[src/rtl/cufp_pkg.sv]
package cufp_pkg;

	// sync pattern and frame positions
	localparam logic [7:0] SYNC_A = 8'd30;
	localparam logic [7:0] SYNC_B = 8'd29;
	localparam logic [7:0] SYNC_C = 8'd28;
	localparam logic [6:0] POS_SYNC_A  = 7'd0;
	localparam logic [6:0] POS_SYNC_B  = 7'd1;
	localparam logic [6:0] POS_SYNC_C  = 7'd2;
	localparam logic [6:0] POS_COMMAND = 7'd3;
	localparam logic [6:0] POS_PAYLOAD = 7'd4;

	// frame lengths
	localparam int HID_PAYLOAD_BYTES_DEF    = 32;
	localparam int WEBUSB_PAYLOAD_BYTES_DEF = 64;
	localparam int BATTERY_PAYLOAD_BYTES    = 4;

	// configuration register indexes
	localparam int CFG_IDX_W = 3;
	localparam int CFG_DATA_W = 16;
	localparam logic [CFG_IDX_W-1:0] CFG_HID_CODE     = 3'd0;
	localparam logic [CFG_IDX_W-1:0] CFG_WEBUSB_CODE  = 3'd1;
	localparam logic [CFG_IDX_W-1:0] CFG_BATTERY_CODE = 3'd2;
	localparam logic [CFG_IDX_W-1:0] CFG_LOW_THRESH   = 3'd3;
	localparam logic [CFG_IDX_W-1:0] CFG_CHECK_EN     = 3'd4;

	typedef enum logic [1:0] {
		EV_LOG     = 2'd0,
		EV_UNKNOWN = 2'd1,
		EV_PAYLOAD = 2'd2
	} ev_t;

	typedef enum logic [1:0] {
		KIND_HID     = 2'd0,
		KIND_WEBUSB  = 2'd1,
		KIND_BATTERY = 2'd2
	} kind_t;

	typedef struct packed {
		logic [7:0]  hid_code;
		logic [7:0]  webusb_code;
		logic [7:0]  battery_code;
		logic [15:0] low_level_limit;
		logic        battery_check_enable;
	} cfg_t;

	typedef struct packed {
		ev_t        event_res;
		kind_t      command_kind;
		logic [5:0] byte_index;
		logic [7:0] data_byte;
		logic       frame_last;
		logic       battery_low;
		logic       battery_low_first;
	} res_t;

endpackage

[src/rtl/cufp_cfg_regs.sv]
module cufp_cfg_regs (
	input  logic                               clk,
	input  logic                               arst_n,
	input  logic                               wr_en,
	input  logic [cufp_pkg::CFG_IDX_W-1:0]     wr_index,
	input  logic [cufp_pkg::CFG_DATA_W-1:0]    wr_data,
	output cufp_pkg::cfg_t                     cfg
);

	cufp_pkg::cfg_t cfg_q;

	// register file, writes beyond the list are dropped
	always_ff @(posedge clk or negedge arst_n) begin
		if (!arst_n) begin
			cfg_q.hid_code              <= 8'd1;
			cfg_q.webusb_code           <= 8'd2;
			cfg_q.battery_code          <= 8'd3;
			cfg_q.low_level_limit       <= 16'd3100;
			cfg_q.battery_check_enable  <= 1'b1;
		end else if (wr_en) begin
			unique case (wr_index)
				cufp_pkg::CFG_HID_CODE:     cfg_q.hid_code <= wr_data[7:0];
				cufp_pkg::CFG_WEBUSB_CODE:  cfg_q.webusb_code <= wr_data[7:0];
				cufp_pkg::CFG_BATTERY_CODE: cfg_q.battery_code <= wr_data[7:0];
				cufp_pkg::CFG_LOW_THRESH:   cfg_q.low_level_limit <= wr_data;
				cufp_pkg::CFG_CHECK_EN:     cfg_q.battery_check_enable <= wr_data[0];
				default: ;
			endcase
		end
	end

	assign cfg = cfg_q;

endmodule

[src/rtl/cufp_parse.sv]
module cufp_parse #(
	parameter int HID_PAYLOAD_BYTES    = cufp_pkg::HID_PAYLOAD_BYTES_DEF,
	parameter int WEBUSB_PAYLOAD_BYTES = cufp_pkg::WEBUSB_PAYLOAD_BYTES_DEF
) (
	input  logic           clk,
	input  logic           arst_n,
	input  logic           step,
	input  logic [7:0]     rx_byte,
	input  cufp_pkg::cfg_t cfg,
	output logic           has_result,
	output cufp_pkg::res_t res
);

	localparam logic [6:0] HID_LEN     = 7'(HID_PAYLOAD_BYTES);
	localparam logic [6:0] WEBUSB_LEN  = 7'(WEBUSB_PAYLOAD_BYTES);
	localparam logic [6:0] BATTERY_LEN = 7'(cufp_pkg::BATTERY_PAYLOAD_BYTES);

	logic [6:0]              pos_q, pos_nxt;
	cufp_pkg::kind_t         cmd_q, cmd_nxt;
	logic [31:0]             acc_q, acc_nxt;
	logic                    seen_q, seen_nxt;
	logic                    sync_ok;
	logic [6:0]              pos_rel;
	logic [5:0]              idx;
	logic [6:0]              len;
	logic                    last;
	logic [31:0]             acc_or;
	logic                    low;

	// next state and result for the byte in the input register
	always_comb begin
		pos_nxt    = pos_q;
		cmd_nxt    = cmd_q;
		acc_nxt    = acc_q;
		seen_nxt   = seen_q;
		has_result = 1'b0;
		res        = '0;
		sync_ok    = (pos_q == cufp_pkg::POS_SYNC_A && rx_byte == cufp_pkg::SYNC_A) ||
			(pos_q == cufp_pkg::POS_SYNC_B && rx_byte == cufp_pkg::SYNC_B) ||
			(pos_q == cufp_pkg::POS_SYNC_C && rx_byte == cufp_pkg::SYNC_C);
		pos_rel    = pos_q - cufp_pkg::POS_PAYLOAD;
		idx        = pos_rel[5:0];

		// payload length of the open frame
		unique case (cmd_q)
			cufp_pkg::KIND_WEBUSB:  len = WEBUSB_LEN;
			cufp_pkg::KIND_BATTERY: len = BATTERY_LEN;
			default:                len = HID_LEN;
		endcase
		last = ({1'b0, idx} + 7'd1) >= len;

		// little-endian level assembly
		acc_or = acc_q;
		unique case (idx[1:0])
			2'd0: acc_or[7:0]   = acc_q[7:0]   | rx_byte;
			2'd1: acc_or[15:8]  = acc_q[15:8]  | rx_byte;
			2'd2: acc_or[23:16] = acc_q[23:16] | rx_byte;
			default: acc_or[31:24] = acc_q[31:24] | rx_byte;
		endcase
		low = last && cfg.battery_check_enable &&
			(acc_or < {16'd0, cfg.low_level_limit});

		if (pos_q < cufp_pkg::POS_COMMAND) begin
			// sync hunt, a breaking byte goes out as log
			if (sync_ok) begin
				pos_nxt = pos_q + 7'd1;
			end else begin
				pos_nxt       = cufp_pkg::POS_SYNC_A;
				has_result    = 1'b1;
				res.event_res = cufp_pkg::EV_LOG;
				res.data_byte = rx_byte;
			end
		end else if (pos_q == cufp_pkg::POS_COMMAND) begin
			// command decode, earlier codes win on overlap
			pos_nxt = cufp_pkg::POS_PAYLOAD;
			acc_nxt = '0;
			priority if (rx_byte == cfg.hid_code) begin
				cmd_nxt = cufp_pkg::KIND_HID;
			end else if (rx_byte == cfg.webusb_code) begin
				cmd_nxt = cufp_pkg::KIND_WEBUSB;
			end else if (rx_byte == cfg.battery_code) begin
				cmd_nxt = cufp_pkg::KIND_BATTERY;
			end else begin
				pos_nxt       = cufp_pkg::POS_SYNC_A;
				cmd_nxt       = cufp_pkg::KIND_HID;
				acc_nxt       = acc_q;
				has_result    = 1'b1;
				res.event_res = cufp_pkg::EV_UNKNOWN;
				res.data_byte = rx_byte;
			end
		end else begin
			// payload byte
			has_result       = 1'b1;
			res.event_res    = cufp_pkg::EV_PAYLOAD;
			res.command_kind = cmd_q;
			res.byte_index   = idx;
			res.data_byte    = rx_byte;
			res.frame_last   = last;
			if (cmd_q == cufp_pkg::KIND_BATTERY) begin
				acc_nxt         = acc_or;
				res.battery_low = low;
				if (low && !seen_q) begin
					res.battery_low_first = 1'b1;
					seen_nxt              = 1'b1;
				end
			end
			if (last) begin
				pos_nxt = cufp_pkg::POS_SYNC_A;
				cmd_nxt = cufp_pkg::KIND_HID;
			end else begin
				pos_nxt = pos_q + 7'd1;
			end
		end
	end

	// parser state
	always_ff @(posedge clk or negedge arst_n) begin
		if (!arst_n) begin
			pos_q  <= cufp_pkg::POS_SYNC_A;
			cmd_q  <= cufp_pkg::KIND_HID;
			acc_q  <= '0;
			seen_q <= 1'b0;
		end else if (step) begin
			pos_q  <= pos_nxt;
			cmd_q  <= cmd_nxt;
			acc_q  <= acc_nxt;
			seen_q <= seen_nxt;
		end
	end

endmodule

[src/rtl/uart_command_frame_parser_unit.sv]
// channel  | direction | handshake              | payload
// ---------+-----------+------------------------+---------------------------------------
// in       | sink      | in_valid / in_ready    | rx_byte
// out      | source    | out_valid / out_ready  | event_res, command_kind, byte_index,
//          |           |                        | data_byte, frame_last, battery_low,
//          |           |                        | battery_low_first
// cfg      | sink      | cfg_valid / cfg_ready  | cfg_index, cfg_data
//
// one byte per cycle while out is not stalled: a byte is held in the input register, then its result
// lands in the output register; matching sync bytes and known command codes give no result
// a stall on out holds the input register, and in_ready drops only when both are full
// cfg_ready is always high; reset starts the sync hunt with the default codes
module uart_command_frame_parser_unit #(
	parameter int HID_PAYLOAD_BYTES    = cufp_pkg::HID_PAYLOAD_BYTES_DEF,
	parameter int WEBUSB_PAYLOAD_BYTES = cufp_pkg::WEBUSB_PAYLOAD_BYTES_DEF
) (
	input  logic                            clk,
	input  logic                            arst_n,
	input  logic                            in_valid,
	output logic                            in_ready,
	input  logic [7:0]                      rx_byte,
	output logic                            out_valid,
	input  logic                            out_ready,
	output logic [1:0]                      event_res,
	output logic [1:0]                      command_kind,
	output logic [5:0]                      byte_index,
	output logic [7:0]                      data_byte,
	output logic                            frame_last,
	output logic                            battery_low,
	output logic                            battery_low_first,
	input  logic                            cfg_valid,
	output logic                            cfg_ready,
	input  logic [cufp_pkg::CFG_IDX_W-1:0]  cfg_index,
	input  logic [cufp_pkg::CFG_DATA_W-1:0] cfg_data
);

	cufp_pkg::cfg_t cfg;
	cufp_pkg::res_t res, res_q;
	logic           vld_s1;
	logic [7:0]     byte_s1;
	logic           out_valid_q;
	logic           advance;
	logic           has_result;

	// configuration port
	assign cfg_ready = 1'b1;

	cufp_cfg_regs u_cfg (
		.clk      (clk),
		.arst_n   (arst_n),
		.wr_en    (cfg_valid & cfg_ready),
		.wr_index (cfg_index),
		.wr_data  (cfg_data),
		.cfg      (cfg)
	);

	// the input register moves on when the output slot is free or being emptied
	assign advance  = vld_s1 && (!out_valid_q || out_ready);
	assign in_ready = !vld_s1 || advance;

	// input register
	always_ff @(posedge clk or negedge arst_n) begin
		if (!arst_n) begin
			vld_s1 <= 1'b0;
		end else if (in_ready) begin
			vld_s1 <= in_valid;
		end
	end

	always_ff @(posedge clk) begin
		if (in_valid && in_ready) begin
			byte_s1 <= rx_byte;
		end
	end

	cufp_parse #(
		.HID_PAYLOAD_BYTES    (HID_PAYLOAD_BYTES),
		.WEBUSB_PAYLOAD_BYTES (WEBUSB_PAYLOAD_BYTES)
	) u_parse (
		.clk        (clk),
		.arst_n     (arst_n),
		.step       (advance),
		.rx_byte    (byte_s1),
		.cfg        (cfg),
		.has_result (has_result),
		.res        (res)
	);

	// output register
	always_ff @(posedge clk or negedge arst_n) begin
		if (!arst_n) begin
			out_valid_q <= 1'b0;
		end else if (advance) begin
			out_valid_q <= has_result;
		end else if (out_ready) begin
			out_valid_q <= 1'b0;
		end
	end

	always_ff @(posedge clk) begin
		if (advance && has_result) begin
			res_q <= res;
		end
	end

	assign out_valid         = out_valid_q;
	assign event_res         = res_q.event_res;
	assign command_kind      = res_q.command_kind;
	assign byte_index        = res_q.byte_index;
	assign data_byte         = res_q.data_byte;
	assign frame_last        = res_q.frame_last;
	assign battery_low       = res_q.battery_low;
	assign battery_low_first = res_q.battery_low_first;

endmodule
[config.mk]
export PLATFORM = sky130hd
export DESIGN_NAME = uart_command_frame_parser_unit
export DESIGN_NICKNAME = d
export VERILOG_FILES = /design/src/rtl/cufp_pkg.sv /design/src/rtl/cufp_cfg_regs.sv /design/src/rtl/cufp_parse.sv /design/src/rtl/uart_command_frame_parser_unit.sv
export SDC_FILE = /design/constraint.sdc
export NUM_CORES = 1
export LEC_CHECK = 0
export BUFFER_PORTS_ARGS = -buffer_cell sky130_fd_sc_hd__buf_2
export CAP_MARGIN = 10
export CELL_PAD_IN_SITES_DETAIL_PLACEMENT = 0
export CELL_PAD_IN_SITES_GLOBAL_PLACEMENT = 2
export CORE_MARGIN = 8
export CORE_UTILIZATION = 40
export DETAILED_ROUTE_END_ITERATION = 10
export GPL_TIMING_DRIVEN = 1
export PLACE_DENSITY = 0.78
export SLEW_MARGIN = 10
export SYNTH_ARGS = -nofsm -noshare
export SYNTH_HDL_FRONTEND = slang
export SYNTH_HIERARCHICAL = 1
export SYNTH_SLANG_ARGS = --single-unit
[constraint.sdc]
create_clock -name clk -period 3.5 [get_ports clk]
set_clock_uncertainty 0.2 [all_clocks]
set_input_delay 0.35 -clock clk [delete_from_list [all_inputs] [get_ports clk]]
set_output_delay 0.35 -clock clk [all_outputs]
set_load 0.03 [all_outputs]
==> flow_metrics.tcl, run 1 <==
set metrics [dict create \
    status "completed" \
    post_cts_buffers 0 \
    die_area_um2 18400 \
    yosysTopAreaCell "dfrtp_1" \
    antenna_found_initial 0 \
    cts_resized 0 \
    fin_crit_sh_pct 91.6 \
    placed_area_um2 6150 \
    required_ns 3.65 \
    dpl.hpwl_mm 9.63 \
    final_cell_area_um2 6910 \
    start_util_pct 41.0 \
    fp-row-count 43 \
    arrival_ns 3.36 \
    netlist.area_leader.share_pct 32.8 \
    crit_slowest_cell "dfrtp_1" \
    drv_slew 0 \
    min_period_ns 3.21 \
    die_h_um 136 \
    relSlewSlack_pct 30.5 \
    drive_gt1_share_pct 28.2 \
    ys_seq_area_share_pct 52.7 \
    die_w_um 136 \
    yosysMostFrequentCell "dfrtp_1" \
    syn_area_um2 5710 \
    worstPathMaxFanout 7 \
    postSynthAreaPerCell_um2 11.5 \
    synthFlopType "dfrtp_1" \
    grt_pass1_vias 4096 \
    vias 3920 \
    synthTopCellsByArea "dfrtp_1 (33%), edfxtp_1 (15%), mux2_2 (8.5%)" \
    worst_slack_ns 0.293 \
    syn_nets 559 \
    path_class "reg -> reg" \
    rsz0062_at_grt "no" \
    grt_usage_pct 15.3 \
    globalplace.congestion 0.809 \
    clk_path_buf_depth 2 \
    hold_viol 0 \
    portBuffers 54 \
    critPathCaptureType "flop" \
    multi_input_area_um2 2460 \
    synthArstFlopShare_pct 74.6 \
    path_common_cell "ha_1" \
    worstMarginPinSlew_ns 1.04 \
    drt-wirelength-per-cell_um 17.3 \
    grt_max_degree 55 \
    insertion_delay_ns 0.42 \
    cp-start-kind "flop" \
    p_leak_nw 3.21 \
    grt_remaining_overflow 0 \
    nNetsFinal 632 \
    syn_inst 499 \
    register_area_um2 3010 \
    fmax_mhz 312 \
    diodes 0 \
    cts_sinks 114 \
    synth_edf_count 29 \
    grt_pass1_wl_mm 21.7 \
    yosysWarningCount 6 \
    coreArea_um2 13900 \
    initialDrtViolationCount 198 \
    cts_tree "built" \
    wl_mm 13.3 \
    hold_buffers 18 \
    synth_cell_types 57 \
    fillerInstances 1255 \
    numCtsBuffers 17 \
    ir_drop_mv 0.338 \
    critical-path-max-stage-delay_ns 0.50 \
    cap_viol_max_count 0 \
    worstPathCellList "inv_1, ha_1, xor2_2, nand2_1, xor2_1, ha_1, a221oi_1, a32oi_1, o21ai_0, and2_1, mux2_2" \
    hold_path_class "in -> reg" \
    finalSetupTns_ns 0 \
    area_growth_pct 21.0 \
    drtPass1Iterations 5 \
    antenna_left 0 \
    crit_buf_inv 1 \
    power.density_nw_per_um2 658 \
    drc 0 \
    synth_top_cells_by_count "dfrtp_1 (75), nor2_1 (48), mux2_2 (43), edfxtp_1 (29)" \
    setup_viol 0 \
    ios 56 \
    routed_via_density 5.12 \
    crit_family "compound AO/OA/AOI/OAI gates" \
    place_worst_setup_slack_ns 0.327 \
    cts_max_level 4 \
    ys_seq_elements 114 \
    clk_pin_slew_ns 0.06 \
    cts-root-buf "clkbuf_16" \
]
flip-flops by register name, summed over array words and instances, names as in the netlist, 2 cells and up:
name,count
u_cfg/cfg,41
u_parse/acc_q,32
byte_s1,8
data_byte,8
u_parse/pos_q,7
byte_index,6
command_kind,2
event_res,2
u_parse/cmd_q,2
cell type report:
type,count,area share (%)
inverters,29,1.57
clock inverters,9,1.03
multi-input cells,328,35.6
flip-flops and latches,114,43.6
repair buffers,82,7.64
clock buffers,23,7.37
well taps,180,3.26
worst paths after layout:
path                                   from          endpoint  slack (ns)  cells past startpoint
max in group asynchronous            arst_n      u_cfg/cfg[3]        1.96                      3
max                        u_parse/pos_q[2]  u_parse/pos_q[0]        0.29                     11
min in group asynchronous            arst_n  u_parse/acc_q[8]        0.34                      2
min reg2reg                  u_parse/seen_q    u_parse/seen_q        0.25                      2
min                               out_ready            vld_s1        0.04                      3
max reg2reg                u_parse/pos_q[2]  u_parse/pos_q[0]        0.29                     11
cells by family (layout without fill, tap and decap cells):
kind of cell	count (synthesis)	count (layout)	synth area share, %
compound gates	80	80	9.35
xor+xnor	31	31	4.88
fa+ha+maj	28	28	6.13
buf+inv	57	143	4.34
flops	114	114	52.7
mux	44	44	8.65
other cells	1	1	0.0656
simple gates	144	144	13.9
report_power, final:
part	internal, mW	switching [mW]	total [mW]
clock network	1.02	0.615	1.64
logic	0.483	0.706	1.19
registers	1.58	0.133	1.72
layer usage:
layer,track usage (%),part of all wire (%),up-vias
met3,4.82,5.2,13
li1,-,-,1910
met1,19.1,47,1913
met2,24.5,47,84
met4,5.55,1.1,0
met5,0,0,-
cells in the final DEF (no fill, tap or decap), drive strengths merged, types with 10 or more instances in the layout:
cell type    instances
and2                19
xor2                28
a31oi               15
buf                 64
dfrtp               75
nand2               23
edfxtp              29
a21o                14
ha                  28
dfstp               10
nor2                48
a21oi               21
inv                 30
mux2                43
dlygate4sd3         18
clkbuf              23
tightest hold or removal path, delay by kind of cell:
family                 cells  cell delay, ns
buffers and inverters      1            0.08
and+or+nand+nor            2            0.17
through the flow:
step / utilization (%) / std cells / hold WS, ns / total power [mW]
floorplan: - / 499 / -0.146 / 2.58
global placement: 44.1 / 715 / 0.240 / 2.91
detailed placement: 44.1 / 715 / 0.243 / 2.92
CTS: 49.6 / 765 / 0.0231 / 4.60
global route: 49.6 / 765 / 0.0317 / 4.81
finish: 49.6 / 765 / 0.0352 / 4.55
No activity file was read; power rests on OpenSTA's default activity.
==> run 2, diff against run 1 <==
GPL_TIMING_DRIVEN = not set   (was 1)
PLACE_DENSITY = 0.9   (was 0.78)
==> run 2 against run 1 <==
  * Cell count is 0.39% higher
  * Clock power increased by 9.8%
  * Flip-flop and latch count did not move
  * Critical path type unchanged
  * Routed wire length up 4.0%
  * First-iteration DRC count grew 23%
  * Sequential power is essentially flat
  * Hold slack worse by 0.010 ns
  * Cell area up 1.0%
  * Fmax increased by 0.15%
==> flow_metrics.tcl, run 2 (same netlist as run 1, synthesis figures left out) <==
set metrics [dict create \
    status "completed" \
    worstPathMaxFanout 7 \
    portBuffers 54 \
    pwr-share-seq_pct 36.4 \
    cts_max_level 4 \
    critPathCaptureType "flop" \
    wl_mm 13.8 \
    drtPass1Iterations 4 \
    mostFrequentLayoutCells "dfrtp_1 (75), buf_2 (53), nor2_1 (48)" \
    post_cts_buffers 0 \
    p_leak_nw 3.27 \
    path_class "reg -> reg" \
    grt_max_degree 50 \
    worst_hold_slack_ns 0.0251 \
    power.density_nw_per_um2 679 \
    dpl.hpwl_mm 9.81 \
    combPwrFrac_pct 25.7 \
    required_ns 3.65 \
    insertion_delay_ns 0.42 \
    drive_gt1_share_pct 28.6 \
    drv_slew 0 \
    worstPathCellList "inv_1, ha_1, xor2_2, nand2_1, xor2_1, ha_1, a221oi_1, a32oi_1, o21ai_0, and2_1, mux2_2" \
    min_period_ns 3.20 \
    ios 56 \
    arrival_ns 3.35 \
    cts-root-buf "clkbuf_16" \
    die_area_um2 18400 \
    fp-row-count 43 \
    hold_viol 0 \
    routed_via_density 5.21 \
    coreArea_um2 13900 \
    power_switching_mw 1.46 \
    clk_path_buf_depth 2 \
    largest_register_ff_count 41 \
    path_common_cell "ha_1" \
    numCtsBuffers 17 \
    p_sw_share_pct 30.8 \
    setup_viol 0 \
    layout_commonest_cell "dfrtp_1" \
    p_int_mw 3.28 \
    worstMarginPinSlew_ns 1.03 \
    cap_viol_max_count 0 \
    hold_path_class "in -> reg" \
    antenna_found_initial 0 \
    diodes 0 \
    cp-start-kind "flop" \
    fmax_mhz 312 \
    rsz0062_at_grt "no" \
    grt_remaining_overflow 0 \
    nNetsFinal 635 \
    crit_buf_inv 1 \
    area_growth_pct 22.2 \
    drt-wirelength-per-cell_um 18.0 \
    clk_pin_slew_ns 0.05 \
    ir_drop_mv 0.415 \
    crit_family "compound AO/OA/AOI/OAI gates" \
    die_w_um 136 \
    critical-path-max-stage-delay_ns 0.47 \
    grt_usage_pct 16.0 \
    p_clk_share_pct 38.0 \
    start_util_pct 41.0 \
    fillerInstances 1245 \
    fin_crit_sh_pct 91.5 \
    register_area_um2 3010 \
    finalSetupTns_ns 0 \
    die_h_um 136 \
    grt_pass1_wl_mm 22.7 \
    globalplace.congestion 0.802 \
    initialDrtViolationCount 243 \
    grt_pass1_vias 4282 \
    antenna_left 0 \
    relSlewSlack_pct 30.8 \
    crit_slowest_cell "dfrtp_1" \
    multi_input_area_um2 2460 \
    cts_tree "built" \
    vias 3998 \
    cts_sinks 114 \
    drc 0 \
]
run 2: area by class of cell:
| cell class | count | area share [%] |
|---|---|---|
| clock inverter | 7 | 1.33 |
| multi-input combinational | 328 | 35.2 |
| sequential | 114 | 43.1 |
| clock buffer | 25 | 7.69 |
| timing repair buffer | 85 | 7.88 |
| tap | 180 | 3.23 |
| inverter | 29 | 1.56 |
run 2: final timing paths:
check	end	slack, ns	from	depth (start not counted)
min	u_cfg/cfg[31]	0.03	cfg_data[6]	2
max reg2reg	u_parse/pos_q[0]	0.30	u_parse/pos_q[2]	11
min reg2reg	u_parse/seen_q	0.26	u_parse/seen_q	2
min in group asynchronous	u_parse/cmd_q[1]	0.32	arst_n	2
max in group asynchronous	u_cfg/cfg[17]	2.00	arst_n	3
max	u_parse/pos_q[0]	0.30	u_parse/pos_q[2]	11
run 2: power by group through the flow:
stage / Combinational (mW) / Sequential [mW] / Clock, mW
3_5_place_dp: 1.18 / 1.75 / 0
3_3_place_gp: 1.17 / 1.74 / 0
2_1_floorplan: 0.799 / 1.78 / 0
6_report: 1.22 / 1.72 / 1.80
5_1_grt: 1.35 / 1.75 / 1.90
4_1_cts: 1.22 / 1.72 / 1.83
run 2: repair_timing:
| action | 4_1_cts | 5_1_grt |
|---|---|---|
| hold endpoints to repair | 60 | 0 |
| hold buffers | 18 | 0 |
| gates resized for setup | 0 | 0 |
run 2: layer usage:
layer  up-vias  global-route usage (%)  routed length [um]  part of all wire [%]
li1       1907                       -                   -                     -
met1      1988                    19.8                6290                    46
met2        88                    25.9                6660                    48
met3        15                    5.01                 652                   4.7
met4         0                    5.31                 194                   1.4
met5         -                       0                   0                     0
run 2: per-stage QoR:
step	worst slack, ns	utilization, %	instance area [um2]	cells	power (mW)
3_3_place_gp	0.426	44.3	6170	718	2.91
5_1_grt	0.0922	50.1	6980	768	5.00
2_1_floorplan	0.514	-	5710	499	2.58
6_report	0.298	50.1	6980	768	4.74
4_1_cts	0.333	50.1	6980	768	4.77
3_5_place_dp	0.359	44.3	6170	718	2.93
==> run 3, diff against run 2 <==
GPL_TIMING_DRIVEN = 0   (was not set)
==> run 3 against run 2 <==
  * Routed wire length is 5.3% lower
  * Hold slack better by 0.0017 ns
  * Clock power is 10% lower
  * Power is 4.3% lower
  * Count of clock-buffer cells in the layout is 5 lower
  * Die area stayed put
  * First-iteration DRC count is 10% lower
  * Cell area is 0.14% higher
  * Setup slack worse by 0.10 ns
  * Largest power group is now sequential cells
==> flow_metrics.tcl, run 3 (same netlist as run 1, synthesis figures left out) <==
set metrics [dict create \
    critical-path-max-stage-delay_ns 0.50 \
    hold_path_class "in -> reg" \
    mostFrequentLayoutCells "dfrtp_1 (75), buf_2 (68), nor2_1 (48)" \
    portBuffers 54 \
    clk_pin_slew_ns 0.05 \
    start_util_pct 41.0 \
    drv_slew 0 \
    grt_max_degree 47 \
    numCtsBuffers 17 \
    rsz0062_at_grt "no" \
    antenna_found_initial 0 \
    worst_hold_slack_ns 0.0268 \
    cts_max_level 4 \
    crit_slowest_cell "dfrtp_1" \
    drc 0 \
    initialDrtViolationCount 218 \
    arrival_ns 3.28 \
    hold_depth 2 \
    clk_path_buf_depth 2 \
    cts_sinks 114 \
    p_leak_nw 3.29 \
    die_w_um 136 \
    fmax_mhz 302 \
    grt_remaining_overflow 0 \
    grt_pass1_vias 4222 \
    fin_total_pwr_mw 4.54 \
    fillerInstances 1243 \
    worstPathMaxFanout 10 \
    min_period_ns 3.31 \
    ir_drop_mv 0.345 \
    area_growth_pct 22.4 \
    cts-root-buf "clkbuf_16" \
    fin_crit_sh_pct 94.5 \
    setup_viol 0 \
    critPathCaptureType "flop" \
    required_ns 3.47 \
    layout_commonest_cell "dfrtp_1" \
    relSlewSlack_pct 57.7 \
    nNetsFinal 651 \
    rr_worst_depth 11 \
    status "completed" \
    drtPass1Iterations 4 \
    wl_mm 13.1 \
    die_area_um2 18400 \
    fin_util_pct 50.2 \
    vias 4085 \
    die_h_um 136 \
    routed_via_density 5.21 \
    antenna_left 0 \
    largest_register_ff_count 41 \
    cap_viol_max_count 0 \
    dp.cells 735 \
    diodes 0 \
    dpl.hpwl_mm 9.35 \
    fp-row-count 43 \
    finalNonFillerCells 784 \
    grt_usage_pct 15.4 \
    hold_viol 0 \
    globalplace.congestion 0.810 \
    cp-start-kind "flop" \
    worstMarginPinSlew_ns 0.632 \
    grt_pass1_wl_mm 21.9 \
    drt-wirelength-per-cell_um 16.7 \
    power.density_nw_per_um2 649 \
    drive_gt1_share_pct 29.0 \
    worstPathCellList "inv_1, ha_1, clkbuf_1, clkbuf_2, a21o_1, ha_1, nand4_1, nor3_1, nor3b_2, nor3b_2, and2_1" \
    coreArea_um2 13900 \
    path_class "reg -> reg" \
    cts_tree "built" \
    insertion_delay_ns 0.42 \
    ios 56 \
]
==> run 3: report_power, final <==
part	switching [mW]	internal [mW]
combinational	0.713	0.502
sequential	0.122	1.58
clock	0.585	1.03
total	1.42	3.12
==> run 3: metal layers <==
metal	track usage, %	part of all wire (%)
met1	19.5	46
met3	4.82	5.4
met4	6.17	1.3
met2	23.9	48
met5	0	0
==> run 3: layout make-up <==
type                       instances  area (um2)  share of cell area [%]
buffer                            27         138                    1.97
clock buffer                      20         437                    6.24
clock inverter                    12         115                    1.65
inverter                          29         109                    1.56
multi-input combinational        328        2460                    35.2
sequential                       114        3010                    43.0
tap                              180         225                    3.22
timing repair buffer              74         495                    7.09
==> run 3: worst max-delay path: cells and delay by family, from the launching register on <==
family | cells | cell delay, ns
compound gates | 1 | 0.19
simple gates | 5 | 1.12
fa+ha+maj | 2 | 0.48
buf+inv | 3 | 0.56
flops | 1 | 0.50
==> run 3: final timing paths <==
path | from | to | slack, ns
max in group asynchronous | arst_n | u_cfg/cfg[26] | 2.12
hold / removal | cfg_data[2] | u_cfg/cfg[3] | 0.03
setup reg to reg | u_parse/pos_q[1] | battery_low_first | 0.19
setup / recovery | u_parse/pos_q[1] | battery_low_first | 0.19
hold reg to reg | u_parse/seen_q | u_parse/seen_q | 0.24
min in group asynchronous | arst_n | u_cfg/cfg[13] | 0.28
==> run 3: repair_timing <==
action / CTS / global route
resized for setup: 1 / 4
hold buffers: 18 / 0
endpoints found under the hold margin: 48 / 0
setup buffers: 0 / 0
setup endpoints to repair: 1 / 3
==> run 3: stage by stage <==
step / cell area, um2 / TNS [ns] / worst slack [ns]
5_1_grt: 6990 / 0 / 0.0330
3_5_place_dp: 6260 / -0.00659 / -0.00659
2_1_floorplan: 5710 / 0 / 0.514
4_1_cts: 6990 / 0 / 0.0478
6_report: 6990 / 0 / 0.193
3_3_place_gp: 6210 / -5.39 / -0.258
